[src/hw/rtl/tcw_pkg.sv]
// tcw_pkg: command codes, character constants and the memory control word
// shared by the text console writer modules. No dependencies.
package tcw_pkg;

	typedef enum logic [1:0] {
		CMD_PUT   = 2'd0,
		CMD_BACK  = 2'd1,
		CMD_CLEAR = 2'd2,
		CMD_READ  = 2'd3
	} cmd_t;

	localparam logic [7:0] BLANK_CHAR   = 8'h20;
	localparam logic [7:0] NEWLINE_CHAR = 8'h0A;
	localparam logic [7:0] NULL_CHAR    = 8'h00;

	// Screen memory request issued for one accepted word.
	typedef struct packed {
		logic wr;     // write wr_data at wr_addr
		logic rd;     // read rd_addr into the read register
		logic clr;    // start a blanking sweep over every cell
	} mem_ctl_t;

endpackage

[src/hw/rtl/tcw_cursor.sv]
// tcw_cursor: cursor registers and command decode for the text console writer.
// Produces the next cursor and the screen memory request. Depends on tcw_pkg.
module tcw_cursor import tcw_pkg::*; #(
	parameter int COLUMNS = 80,
	parameter int ROWS    = 25
) (
	input  logic                                  clk,
	input  logic                                  arst_n,
	input  logic                                  en,
	input  cmd_t                                  cmd,
	input  logic [7:0]                            char_code,
	input  logic [10:0]                           cell_index,
	output mem_ctl_t                              ctl,
	output logic [$clog2(COLUMNS*ROWS)-1:0]       wr_addr,
	output logic [7:0]                            wr_data,
	output logic [$clog2(COLUMNS*ROWS)-1:0]       rd_addr,
	output logic [$clog2(COLUMNS)-1:0]            col_next,
	output logic [$clog2(ROWS)-1:0]               row_next
);

	localparam int CELL_COUNT = COLUMNS * ROWS;
	localparam int CELL_W     = $clog2(CELL_COUNT);
	localparam int COL_W      = $clog2(COLUMNS);
	localparam int ROW_W      = $clog2(ROWS);
	localparam logic [COL_W-1:0] COL_LAST = COL_W'(COLUMNS - 1);
	localparam logic [ROW_W-1:0] ROW_LAST = ROW_W'(ROWS - 1);

	logic [COL_W-1:0]  col_q;
	logic [ROW_W-1:0]  row_q;
	logic [CELL_W-1:0] row_base;
	logic              in_range;
	mem_ctl_t          ctl_raw;

	assign row_base = CELL_W'(row_q) * CELL_W'(COLUMNS);
	assign in_range = (32'(cell_index) < 32'(CELL_COUNT));
	assign rd_addr  = CELL_W'(cell_index);

	always_comb begin
		col_next = col_q;
		row_next = row_q;
		ctl_raw  = '0;
		wr_addr  = row_base + CELL_W'(col_q);
		wr_data  = char_code;
		unique case (cmd)
			CMD_PUT: begin
				if (char_code != NULL_CHAR) begin
					if (char_code == NEWLINE_CHAR) begin
						col_next = '0;
						if (row_q == ROW_LAST) ctl_raw.clr = 1'b1;
						else row_next = row_q + ROW_W'(1);
					end else begin
						ctl_raw.wr = 1'b1;
						if (col_q == COL_LAST) begin
							col_next = '0;
							if (row_q == ROW_LAST) ctl_raw.clr = 1'b1;
							else row_next = row_q + ROW_W'(1);
						end else begin
							col_next = col_q + COL_W'(1);
						end
					end
				end
			end
			CMD_BACK: begin
				if (col_q != '0) begin
					col_next   = col_q - COL_W'(1);
					ctl_raw.wr = 1'b1;
					wr_addr    = row_base + CELL_W'(col_q - COL_W'(1));
					wr_data    = BLANK_CHAR;
				end
			end
			CMD_CLEAR: ctl_raw.clr = 1'b1;
			CMD_READ:  ctl_raw.rd  = in_range;
			default:   ctl_raw     = '0;
		endcase
		// overflow or clear homes the cursor
		if (ctl_raw.clr) begin
			col_next = '0;
			row_next = '0;
		end
	end

	assign ctl = en ? ctl_raw : '0;

	always_ff @(posedge clk or negedge arst_n) begin
		if (!arst_n) begin
			col_q <= '0;
			row_q <= '0;
		end else if (en) begin
			col_q <= col_next;
			row_q <= row_next;
		end
	end

endmodule

[config.mk]
export PLATFORM = sky130hd
export DESIGN_NAME = tcw_cursor
export DESIGN_NICKNAME = d
export VERILOG_FILES = /design/src/hw/rtl/tcw_pkg.sv /design/src/hw/rtl/tcw_cursor.sv
export SDC_FILE = /design/constraint.sdc
export NUM_CORES = 1
export LEC_CHECK = 0
export BUFFER_PORTS_ARGS = -buffer_cell sky130_fd_sc_hd__buf_2
export CAP_MARGIN = 30
export CORE_ASPECT_RATIO = 1.4
export CORE_MARGIN = 3
export CORE_UTILIZATION = 45
export CTS_CLUSTER_DIAMETER = 60
export DETAILED_ROUTE_END_ITERATION = 7
export MAX_ROUTING_LAYER = met4
export PLACE_DENSITY_LB_ADDON = 0.2
export SLEW_MARGIN = 10
export SYNTH_ARGS = -nofsm -noshare
export SYNTH_HDL_FRONTEND = slang
export SYNTH_SLANG_ARGS = --single-unit
[constraint.sdc]
create_clock -name clk -period 3.7 [get_ports clk]
set_clock_uncertainty 0.15 [all_clocks]
set_input_delay 0.74 -clock clk [delete_from_list [all_inputs] [get_ports clk]]
set_output_delay 0.74 -clock clk [all_outputs]
set_load 0.1 [all_outputs]
# Word level (Yosys, flattened, before mapping)
# Cells that the tools add are included.
[word_totals]
register_bits = 12
latchBits = 0
ramBits = 0
romBits = 0
output_inout_bits = 45
memories = 0
[op_classes]
add_sub_neg = 6
mul = 1
n_div = 0
magnitude_cmp = 1
eq_ne = 6
n_shift = 0
n_mux = 27
bitwise_logic = 0
reduce_logical = 3
[ops]
columns = ["operator", "n"]
rows = [
  ["2-to-1 mux 7 bit", 5],
  ["2-to-1 mux 5 bit", 6],
  ["2-to-1 mux 11 bit", 2],
  ["2-to-1 mux 8 bit", 2],
  ["case mux 7 bit (2 select lines)", 1],
  ["adder 11 bit", 1],
  ["adder 11 x 7 -> 11 bit", 1],
  ["less-than comparator 11 bit, second input constant", 1],
  ["== test 8 x 4 -> 1 bit, second input constant", 1],
  ["2-to-1 mux 1 bit", 8],
  ["nonzero test 8 bit", 1],
  ["subtractor 7 x 1 -> 8 bit, second input constant", 1],
  ["adder 7 x 1 -> 7 bit, second input constant", 1],
  ["== test 7 bit, second input constant", 1],
  ["multiplier 5 x 3 -> 7 bit, second input constant", 1],
  ["nonzero test 7 bit", 1],
  ["subtractor 7 x 1 -> 7 bit, second input constant", 1],
  ["adder 5 x 1 -> 5 bit, second input constant", 1],
  ["== test 5 bit, second input constant", 1],
  ["== test 2 bit, second input constant", 2],
  ["case mux 1 bit (2 select lines)", 2],
  ["2-to-1 mux 3 bit", 1],
  ["== test 2 x 1 -> 1 bit, second input constant", 1],
  ["logical NOT 2 bit", 1],
]

# Logic depth before layout (Yosys ltp)
# Gate-level depths: netlist of the first run.
[depth]
depth_word = 7
ltp_mapped = 15
depth_no_buf = 14

# Worst setup path before layout of the first run
# Ideal clock, no wire load.
[synth_path]
path_type = "in2out"
start = "in char_code[6]"
end = "out col_next[5]"
t_arrival_ns = 4.297
required_time_ns = 2.810
path_slack_ns = -1.487
stages = 6
path_cell_list = "or4_4 nor4b_4 nor3_1 nor2_1 a21oi_1 o32ai_1"
[synth_between]
elab_chain_len = 5
[synth_lines]
columns = ["item", "line", "source"]
rows = [
  ["from (decl)", "tcw_cursor.sv:11", "input logic [7:0] char_code,"],
  ["== test 8 x 4 -> 1 bit", "tcw_cursor.sv:47", "if (char_code == NEWLINE_CHAR) begin"],
  ["2-to-1 mux 7 bit / 2-to-1 mux 1 bit (equally long branches)", "tcw_cursor.sv:47", ""],
  ["2-to-1 mux 7 bit / 2-to-1 mux 1 bit (equally long branches)", "tcw_cursor.sv:46", "if (char_code != NULL_CHAR) begin"],
  ["case mux 7 bit (2 select lines) / case mux 1 bit (2 select lines) (equally long branches)", "tcw_cursor.sv:44", "unique case (cmd)"],
  ["2-to-1 mux 7 bit (*)", "tcw_cursor.sv:76", "if (ctl_raw.clr) begin"],
  ["to (decl)", "tcw_cursor.sv:17", "output logic [$clog2(COLUMNS)-1:0] col_next,"],
]
# Every way passes the cells marked *; elsewhere a longest branch is shown, timed or not.

# Worst setup path in the final report of the first run
[layout_path]
start = "reg col_q[0]"
end = "out wr_addr[10]"
[layout_between]
elab_chain_len = 4
[layout_lines]
columns = ["item", "line", "source"]
rows = [
  ["from (decl)", "tcw_cursor.sv:28", "logic [COL_W-1:0] col_q;"],
  ["from (signal assigned)", "tcw_cursor.sv:89", "col_q <= col_next;"],
  ["subtractor 7 x 1 -> 8 bit", "tcw_cursor.sv:67", "wr_addr = row_base + CELL_W'(col_q - COL_W'(1));"],
  ["adder 11 bit", "tcw_cursor.sv:67", ""],
  ["2-to-1 mux 11 bit", "tcw_cursor.sv:64", "if (col_q != '0) begin"],
  ["2-to-1 mux 11 bit (*)", "tcw_cursor.sv:44", ""],
  ["to (decl)", "tcw_cursor.sv:14", "output logic [$clog2(COLUMNS*ROWS)-1:0] wr_addr,"],
]
# Marked as above.

==> metrics.md, run 1 <==
| Metric | Value |
|---|---|
| Die Outline Area | 5727 um^2 |
| Cells on worst reg2reg path | 8 |
| Critical Path Source Type | flip-flop |
| Synth cell types | 63 |
| WHS | 0.2341 ns |
| Total global routing track utilization | 27.65% |
| Post-layout nets | 442 |
| Run status | finished, violations left |
| Detailed-placement wirelength estimate | 5972 um |
| Placer's final routability congestion estimate | 0.9580 |
| Final count of hold timing violations | 0 |
| Leakage power of the design | 1.616 nW |
| Row cnt | 29 |
| Area inside the core boundary | 4608 um^2 |
| Number of cells in the finished layout apart from fillers | 455 |
| Worst setup path class | reg2out |
| Starting DRC count in detailed routing | 196 |
| Data required time of the critical path | 2.81 ns |
| Seq cells post-synth | 12 |
| Violations in the final reports | setup timing |
| Post-Synthesis Cell Area | 2180 um^2 |
| Source-to-sink clock delay at the later pin of the worst-skew pair | 0.24 ns |
| Buffer depth of the longest clock path | 2 |
| Initial core utilization | 47.30% |
| Leading cell type in the layout, fill and taps excluded | buf_4 |
| Number of synthesized flops with an enable pin | 0 |
| Setup repair after global routing missed its margin | yes |
| Number of I/O pins | 69 |
| Antenna diode count | 0 |
| Reg-to-reg slack, setup | 0.99 ns |
| Vertical extent of the die | 88.35 um |
| Number of maximum-capacitance constraint violations | 0 |
| Clock sink count | 12 |
| Detailed Routing Iterations Pass 1 | 5 |
| Syn Area/Cell | 7.339 um^2 |
| R2R Path Start | col_q[3] |
| Number of port buffers | 60 |
| Largest net degree at the start of global routing | 19 |
| Number of hold-repair buffers added at the cts stage | 0 |
| Smallest setup slack after layout | -0.3330 ns |
| Area added between synthesis and finish | 64.81% |
| Post-Synthesis Cells | 297 |
| Number of nets with antenna violations after detailed routing | 0 |
| Deepest level of the CTS H-tree | 1 |
| Max-Slew Margin vs Limit | 68.55% |
| Post-Syn Nets | 344 |
| Count of placed standard cells including taps | 440 |
| Crit path arrival time | 3.14 ns |
| Number of vias per cell after detailed routing | 5.919 |
| Total gr overflow | 0 |
| Sequential cell area fraction in the yosys report | 13.78% |
| Maximum vdd ir drop | 0.8116 mV |
| Root cell of the clock tree | clkbuf_8 |
| TritonCTS clock tree | built |
| Sum of internal, switching and leakage power | 2.910 mW |
| Dominant register cell in the synthesized netlist | dfrtp_1 |
| Achievable Freq | 248.0 MHz |
| Min Clock Period, post-route | 4.033 ns |
| Commonest cells after routing, fill and taps aside | buf_4 (52), buf_2 (41), nor2_1 (29) |
| Total Wirelength | 7722 um |
| Number of warnings issued by yosys | 0 |
| Via total after detailed routing | 2,693 |
| Horizontal die dimension | 64.82 um |
| Highest net fanout along the worst path | 2 |
| Worst setup slack before clock tree synthesis | -0.1920 ns |
| Slew of the pin with the lowest slew margin | 0.4684 ns |
| Critical path endpoint category | output pin |
| Min-Delay Path Class | in2async |
| Total power per unit cell area | 810.1 nW/um^2 |
| Global-route wire length before repair | 12,110 um |
| Ratio of final minimum period to clock period | 109.0% |
| Antenna violations before repair | 0 |
| Routed WL per cell | 16.97 um |
| R2r endpoint | col_q[1] |
| Vias in the first global route | 2,549 |
| Final Slew Violations | 0 |
| Final core utilization | 77.95% |
| Final setup violating endpoints | 5 |
| Post-detailed-route DRC marker count | 0 |
| Clock buffers created by TritonCTS | 3 |
| Fraction of layout instances using a drive strength above 1 | 47.58% |
| Clk pin slew, worst setup/hold paths | 0.06 ns |
| Async set-reset flop share out of synthesis | 100.0% |
stage by stage:
step                 TNS, ns  cell area, um^2
finish               -0.7069             3592
global route          -1.322             3592
CTS                  -0.5040             3466
detailed placement   -0.1920             3339
global placement    -0.04539             3339
floorplan            -0.7054             2449
critical path, cell delays in order (launching register included):
cell and delay (ns):
dfrtp_1 0.40, inv_4 0.07, ha_4 0.15, nand2b_4 0.06, or4_4 0.44, xnor2_2 0.15
ha_1 0.29, nor2b_4 0.14, o31a_1 0.27, o21ai_2 0.19, a211oi_2 0.12, nor3_4 0.27
xnor2_4 0.16, buf_12 0.19
synthesized netlist by cell type (all sizes together), types with 2 or more instances:
library cell,n,area [um^2]
nor2,40,162.6
a21oi,24,123.9
nand2,22,82.58
ha,20,250.2
inv,18,67.56
buf,17,118.9
o21ai,15,78.82
dfrtp,12,300.3
nor3,12,60.06
xnor2,11,96.34
nand3,10,50.05
clkbuf,8,30.03
nor2b,8,50.05
xor2,7,61.31
a21o,5,37.54
a211oi,4,35.03
and3,4,25.02
nor4,4,31.28
or3,4,25.02
a311oi,3,26.28
fa,3,60.06
nand2b,3,18.77
nand4,3,18.77
o22ai,3,18.77
o311a,3,30.03
o31ai,3,22.52
and2,2,12.51
and4,2,17.52
mux2i,2,20.02
nor4b,2,38.78
o2111ai,2,17.52
o31a,2,18.77
or4,2,18.77
registers in the layout, summed over array words and instances (netlist names):
register and flops:
col_q 7, row_q 5
worst max path at each step:
stage / from / endpoint / cells after the start / slack [ns]
after floorplan: col_q[0] / wr_addr[10] / 13 / -0.27
after global placement: col_q[1] / wr_addr[10] / 13 / -0.05
after detailed placement: col_q[1] / wr_addr[10] / 13 / -0.19
after CTS: col_q[0] / wr_addr[10] / 13 / -0.31
after global routing: col_q[1] / wr_addr[10] / 13 / -0.45
final: col_q[0] / wr_addr[10] / 13 / -0.33
where the power goes:
| group | switching, mW | total [mW] | internal, mW | leakage, nW |
|---|---|---|---|---|
| registers | 0.0282 | 0.188 | 0.160 | 0.163 |
| logic | 1.64 | 2.60 | 0.954 | 1.43 |
| clock network | 0.0508 | 0.123 | 0.0719 | 0.0216 |
cells by family (layout without fill, tap and decap cells):
group | count (synthesis) | count (layout) | share of synthesized area (%)
muxes | 2 | 2 | 0.9185
DFF | 12 | 12 | 13.78
AOI/OAI and AO/OA | 77 | 77 | 24.40
and+or+nand+nor | 122 | 122 | 29.51
xor gates and xnor gates | 18 | 18 | 7.233
adders and majority gates | 23 | 23 | 14.24
buffers and inverters | 43 | 139 | 9.931
area by class of cell:
cell class                      count  area (um^2)
Multi-Input combinational cell    242         2042
Timing Repair Buffer              118         1061
Fill cell                         326         1016
Sequential cell                    12        300.3
Tap cell                           62        77.57
Inverter                           18        70.07
Clock buffer                        3        41.29
routing by layer:
layer,GRT usage (%),vias to the layer above,part of all wire (%)
li1,-,1252,-
met2,48.14,161,50
met1,33.23,1259,39
met3,1.906,21,8.1
met5,-,-,0
met4,10.58,0,2.5
repair_timing:
item	4_1_cts	5_1_grt
resized for setup	15	13
setup buffers	4	8
endpoints found under the setup margin	9	16
pin swaps	12	11
No activity file was read; power rests on OpenSTA's default activity.
==> inputs of run 2 (changes only) <==
--- a/config.mk
+++ b/config.mk
@@ -5,8 +5,9 @@
 export SDC_FILE = /design/constraint.sdc
 export NUM_CORES = 1
 export LEC_CHECK = 0
+export ABC_AREA = 1
 export BUFFER_PORTS_ARGS = -buffer_cell sky130_fd_sc_hd__buf_2
-export CAP_MARGIN = 30
+export CAP_MARGIN = 0
 export CORE_ASPECT_RATIO = 1.4
 export CORE_MARGIN = 3
 export CORE_UTILIZATION = 45
==> run 2 against run 1 <==
Compared with the run above: the run now ends clean; area after synthesis is 1.7% higher; utilization is 15 points lower; via count is 5.3% lower; global-route usage fell by 5.1 points; non-clock buffer count decreased by 45; critical path type unchanged; critical endpoint unchanged; largest cell class unchanged.
==> metrics.md, run 2 <==
| Metric | Value |
|---|---|
| Antenna violations before repair | 0 (unchanged) |
| R2R Path Start | col_q[0] |
| Post-Synthesis Cells | 375 (+26%) |
| CP Cell Sequence | ha_1 -> ha_2 -> fa_2 -> xnor2_2 -> inv_2 -> ha_4 -> a21oi_2 -> o21a_1 -> o21ai_2 -> nand3b_1 -> nand3_1 -> nand2_2 -> buf_12 |
| Post-layout nets | 478 (+8.1%) |
| Sum of internal, switching and leakage power | 1.128 mW (-61%) |
| Leading cell type in the layout, fill and taps excluded | nand2_1 |
| Final setup violating endpoints | 0 (-5) |
| Seq cells post-synth | 12 (unchanged) |
| Number of cells in the finished layout apart from fillers | 492 (+8.1%) |
| CP peak stage delay | 0.38 ns (-0.06 ns) |
| Buffer depth of the longest clock path | 2 (unchanged) |
| Min-Delay Path Class | in2async |
| Root cell of the clock tree | clkbuf_8 |
| TritonCTS clock tree | built |
| Most used standard cell by instance count after synthesis | nand2_1 |
| Achievable Freq | 275.2 MHz (+11%) |
| Global-route wire length before repair | 10,260 um (-15%) |
| Clk pin slew, worst setup/hold paths | 0.05 ns (about the same) |
| Number of maximum-capacitance constraint violations | 0 (unchanged) |
| Vias in the first global route | 2,368 (-7.1%) |
| Min Clock Period, post-route | 3.633 ns (-0.3998 ns) |
| Initial core utilization | 47.71% (+0.41 points) |
| Commonest cells after routing, fill and taps aside | nand2_1 (114), buf_2 (49), inv_1 (42) |
| Maximum vdd ir drop | 0.2563 mV (-68%) |
| Post-synthesis cell type with the largest combined area | nand2_1 |
| Sequential cell area fraction in the yosys report | 13.55% (-0.23 points) |
| Deepest level of the CTS H-tree | 1 (unchanged) |
| Area added between synthesis and finish | 31.17% |
| Clock sink count | 12 (unchanged) |
| Post-Syn Nets | 422 (+23%) |
| Ratio of final minimum period to clock period | 98.20% (-11 points) |
| Number of synthesized flops with an enable pin | 0 (unchanged) |
| Final Slew Violations | 0 (unchanged) |
| Critical Path Source Type | flip-flop |
| Total gr overflow | 0 (unchanged) |
| Number of warnings issued by yosys | 0 (unchanged) |
| Post-Synthesis Cell Area | 2216 um^2 (+1.7%) |
| Via total after detailed routing | 2,550 (-5.3%) |
| Async set-reset flop share out of synthesis | 100.0% (unchanged) |
| Most frequent cells after synthesis | nand2_1 (116), inv_1 (45), nor2_1 (42) |
| Worst setup path class | reg2out |
| Reg-to-reg slack, setup | 1.47 ns (+0.48 ns) |
| Setup repair after global routing missed its margin | yes |
| Die Outline Area | 5814 um^2 (+1.5%) |
| Horizontal die dimension | 65.31 um (+0.75%) |
| Final core utilization | 62.58% (-15 points) |
| Flip-flop count of the largest register after layout | 7 (unchanged) |
| Total power per unit cell area | 388.3 nW/um^2 (-52%) |
| Detailed Routing Iterations Pass 1 | 4 (-1) |
| Highest net fanout along the worst path | 4 (+2) |
| Starting DRC count in detailed routing | 122 (-38%) |
| WHS | 0.2181 ns (-0.01605 ns) |
| Row cnt | 29 (unchanged) |
| Routed WL per cell | 12.65 um (-25%) |
| Post-detailed-route DRC marker count | 0 (unchanged) |
| Run status | completed |
| Detailed-placement wirelength estimate | 4984 um (-17%) |
| Crit path arrival time | 2.74 ns (-0.40 ns) |
| Number of nets with antenna violations after detailed routing | 0 (unchanged) |
| Cells on worst reg2reg path | 13 (+5) |
| Leakage power of the design | 1.609 nW (-0.39%) |
| Vertical extent of the die | 89.03 um (+0.78%) |
| Critical path endpoint category | output pin |
| Number of buffer and inverter instances along the worst setup path | 2 (unchanged) |
| Dominant register cell in the synthesized netlist | dfrtp_1 |
| Largest net degree at the start of global routing | 18 (-1) |
| Category of cells accounting for the largest share of critical-path delay | adder cells |
| Area inside the core boundary | 4644 um^2 (+0.79%) |
| Count of placed standard cells including taps | 485 (+10%) |
| Total Wirelength | 6222 um (-19%) |
| Data required time of the critical path | 2.81 ns (about the same) |
| Cell with the largest stage delay on the worst path | dfrtp_1 |
| Largest regs | col_q (7), row_q (5) |
| Fraction of layout instances using a drive strength above 1 | 29.07% (-19 points) |
| Synth cell types | 34 (-46%) |
| Final count of hold timing violations | 0 (unchanged) |
| Number of I/O pins | 69 (unchanged) |
| Number of vias per cell after detailed routing | 5.183 (-12%) |
| Synth top area cells | nand2_1 (20%), dfrtp_1 (14%), ha_1 (11%), nand3_1 (7.9%), inv_1 (7.6%) |
| Register with the highest flop count | col_q |
| Max-Slew Margin vs Limit | 67.27% (-1.3 points) |
| Fraction of synthesized cell area taken by the top area cell type | 19.65% (+5.9 points) |
| Fillers | 455 (+40%) |
| Placer's final routability congestion estimate | 0.9322 (-2.7%) |
| R2r endpoint | row_q[0] |
| Syn Area/Cell | 5.909 um^2 (-19%) |
| Slew of the pin with the lowest slew margin | 0.4943 ns (+0.02591 ns) |
| Antenna diode count | 0 (unchanged) |
| Total global routing track utilization | 22.53% (-5.1 points) |
| Clock buffers created by TritonCTS | 3 (unchanged) |
| Source-to-sink clock delay at the later pin of the worst-skew pair | 0.24 ns (about the same) |
| Number of port buffers | 60 (unchanged) |
[run 2: cell count changes after synthesis, sizes merged, moves of 4 or more]
cell and change:
a21o -5, or3 -4, nand4 +12, nand3 +27
a211oi -4, inv +30, clkbuf -5, nand2 +98
a21oi -13, nor2 +8, xnor2 -9, nor2b -8
nor3 -12
[run 2: cells by family after synthesis]
group                    Yosys count  share of synthesized area, %
XOR/XNOR                           9                         3.558
buffers and inverters             71                         15.24
flip-flops                        12                         13.55
multiplexers                       1                        0.4517
AND/OR/NAND/NOR                  226                         45.06
adder cells (fa/ha/maj)           23                         14.00
AO/OA/AOI/OAI                     33                         8.131
[run 2: worst reg2reg max path: stages, from the launching register on]
cell	delay, ns
dfrtp_1	0.36
buf_4	0.17
ha_1	0.19
nand2_1	0.09
nor2_4	0.12
nand3_2	0.10
nand2_2	0.21
nand3_1	0.13
nand2_2	0.11
nand2_4	0.14
inv_2	0.18
nor2_2	0.08
nand2_1	0.06
nand2_1	0.05
[run 2: repair_timing]
action                     CTS  global route
pin swaps                    2             0
resized for setup            8            17
hold buffers                 0             0
setup endpoints to repair    2             3
setup buffers                1             2
[run 2: worst max path at each step]
stage	start	to	slack (ns)	cells after the start
floorplan	col_q[0]	wr_addr[9]	-0.55	12
CTS	row_q[1]	wr_addr[10]	0.04	13
detailed placement	row_q[3]	wr_addr[10]	0.06	13
global placement	row_q[3]	wr_addr[10]	0.11	13
global route	row_q[1]	wr_addr[10]	-0.03	13
finish	row_q[1]	wr_addr[10]	0.07	13
[run 2: metal layers]
layer,vias to the layer above,track usage [%],part of all wire (%)
li1,1300,-,-
met1,1171,25.23,40
met2,67,42.03,54
met3,12,2.013,3.8
met4,0,6.792,1.6
met5,-,-,0
[run 2: per-stage QoR]
| step | setup TNS [ns] | worst slack (ns) | instance area (um^2) |
|---|---|---|---|
| detailed placement | 0 | 0.05732 | 2738 |
| floorplan | -0.8509 | -0.5497 | 2273 |
| global route | -0.03408 | -0.03408 | 2907 |
| global placement | 0 | 0.1097 | 2738 |
| finish | 0 | 0.06679 | 2907 |
| CTS | 0 | 0.03811 | 2829 |
[run 2: report_power, final]
group	total [mW]	internal [mW]	switching (mW)	leakage (nW)
clock network	0.141	0.0940	0.0475	0.0288
registers	0.163	0.144	0.0190	0.157
logic	0.824	0.224	0.600	1.42
[run 2: area by class of cell]
| class | count | area, um^2 | share of cell area, % |
|---|---|---|---|
| multi-input cells | 292 | 1723 | 59.28 |
| repair buffers | 73 | 563.0 | 19.37 |
| flip-flops and latches | 12 | 304.0 | 10.46 |
| inverters | 49 | 183.9 | 6.328 |
| well taps | 62 | 77.57 | 2.669 |
| clock buffers | 4 | 55.05 | 1.894 |
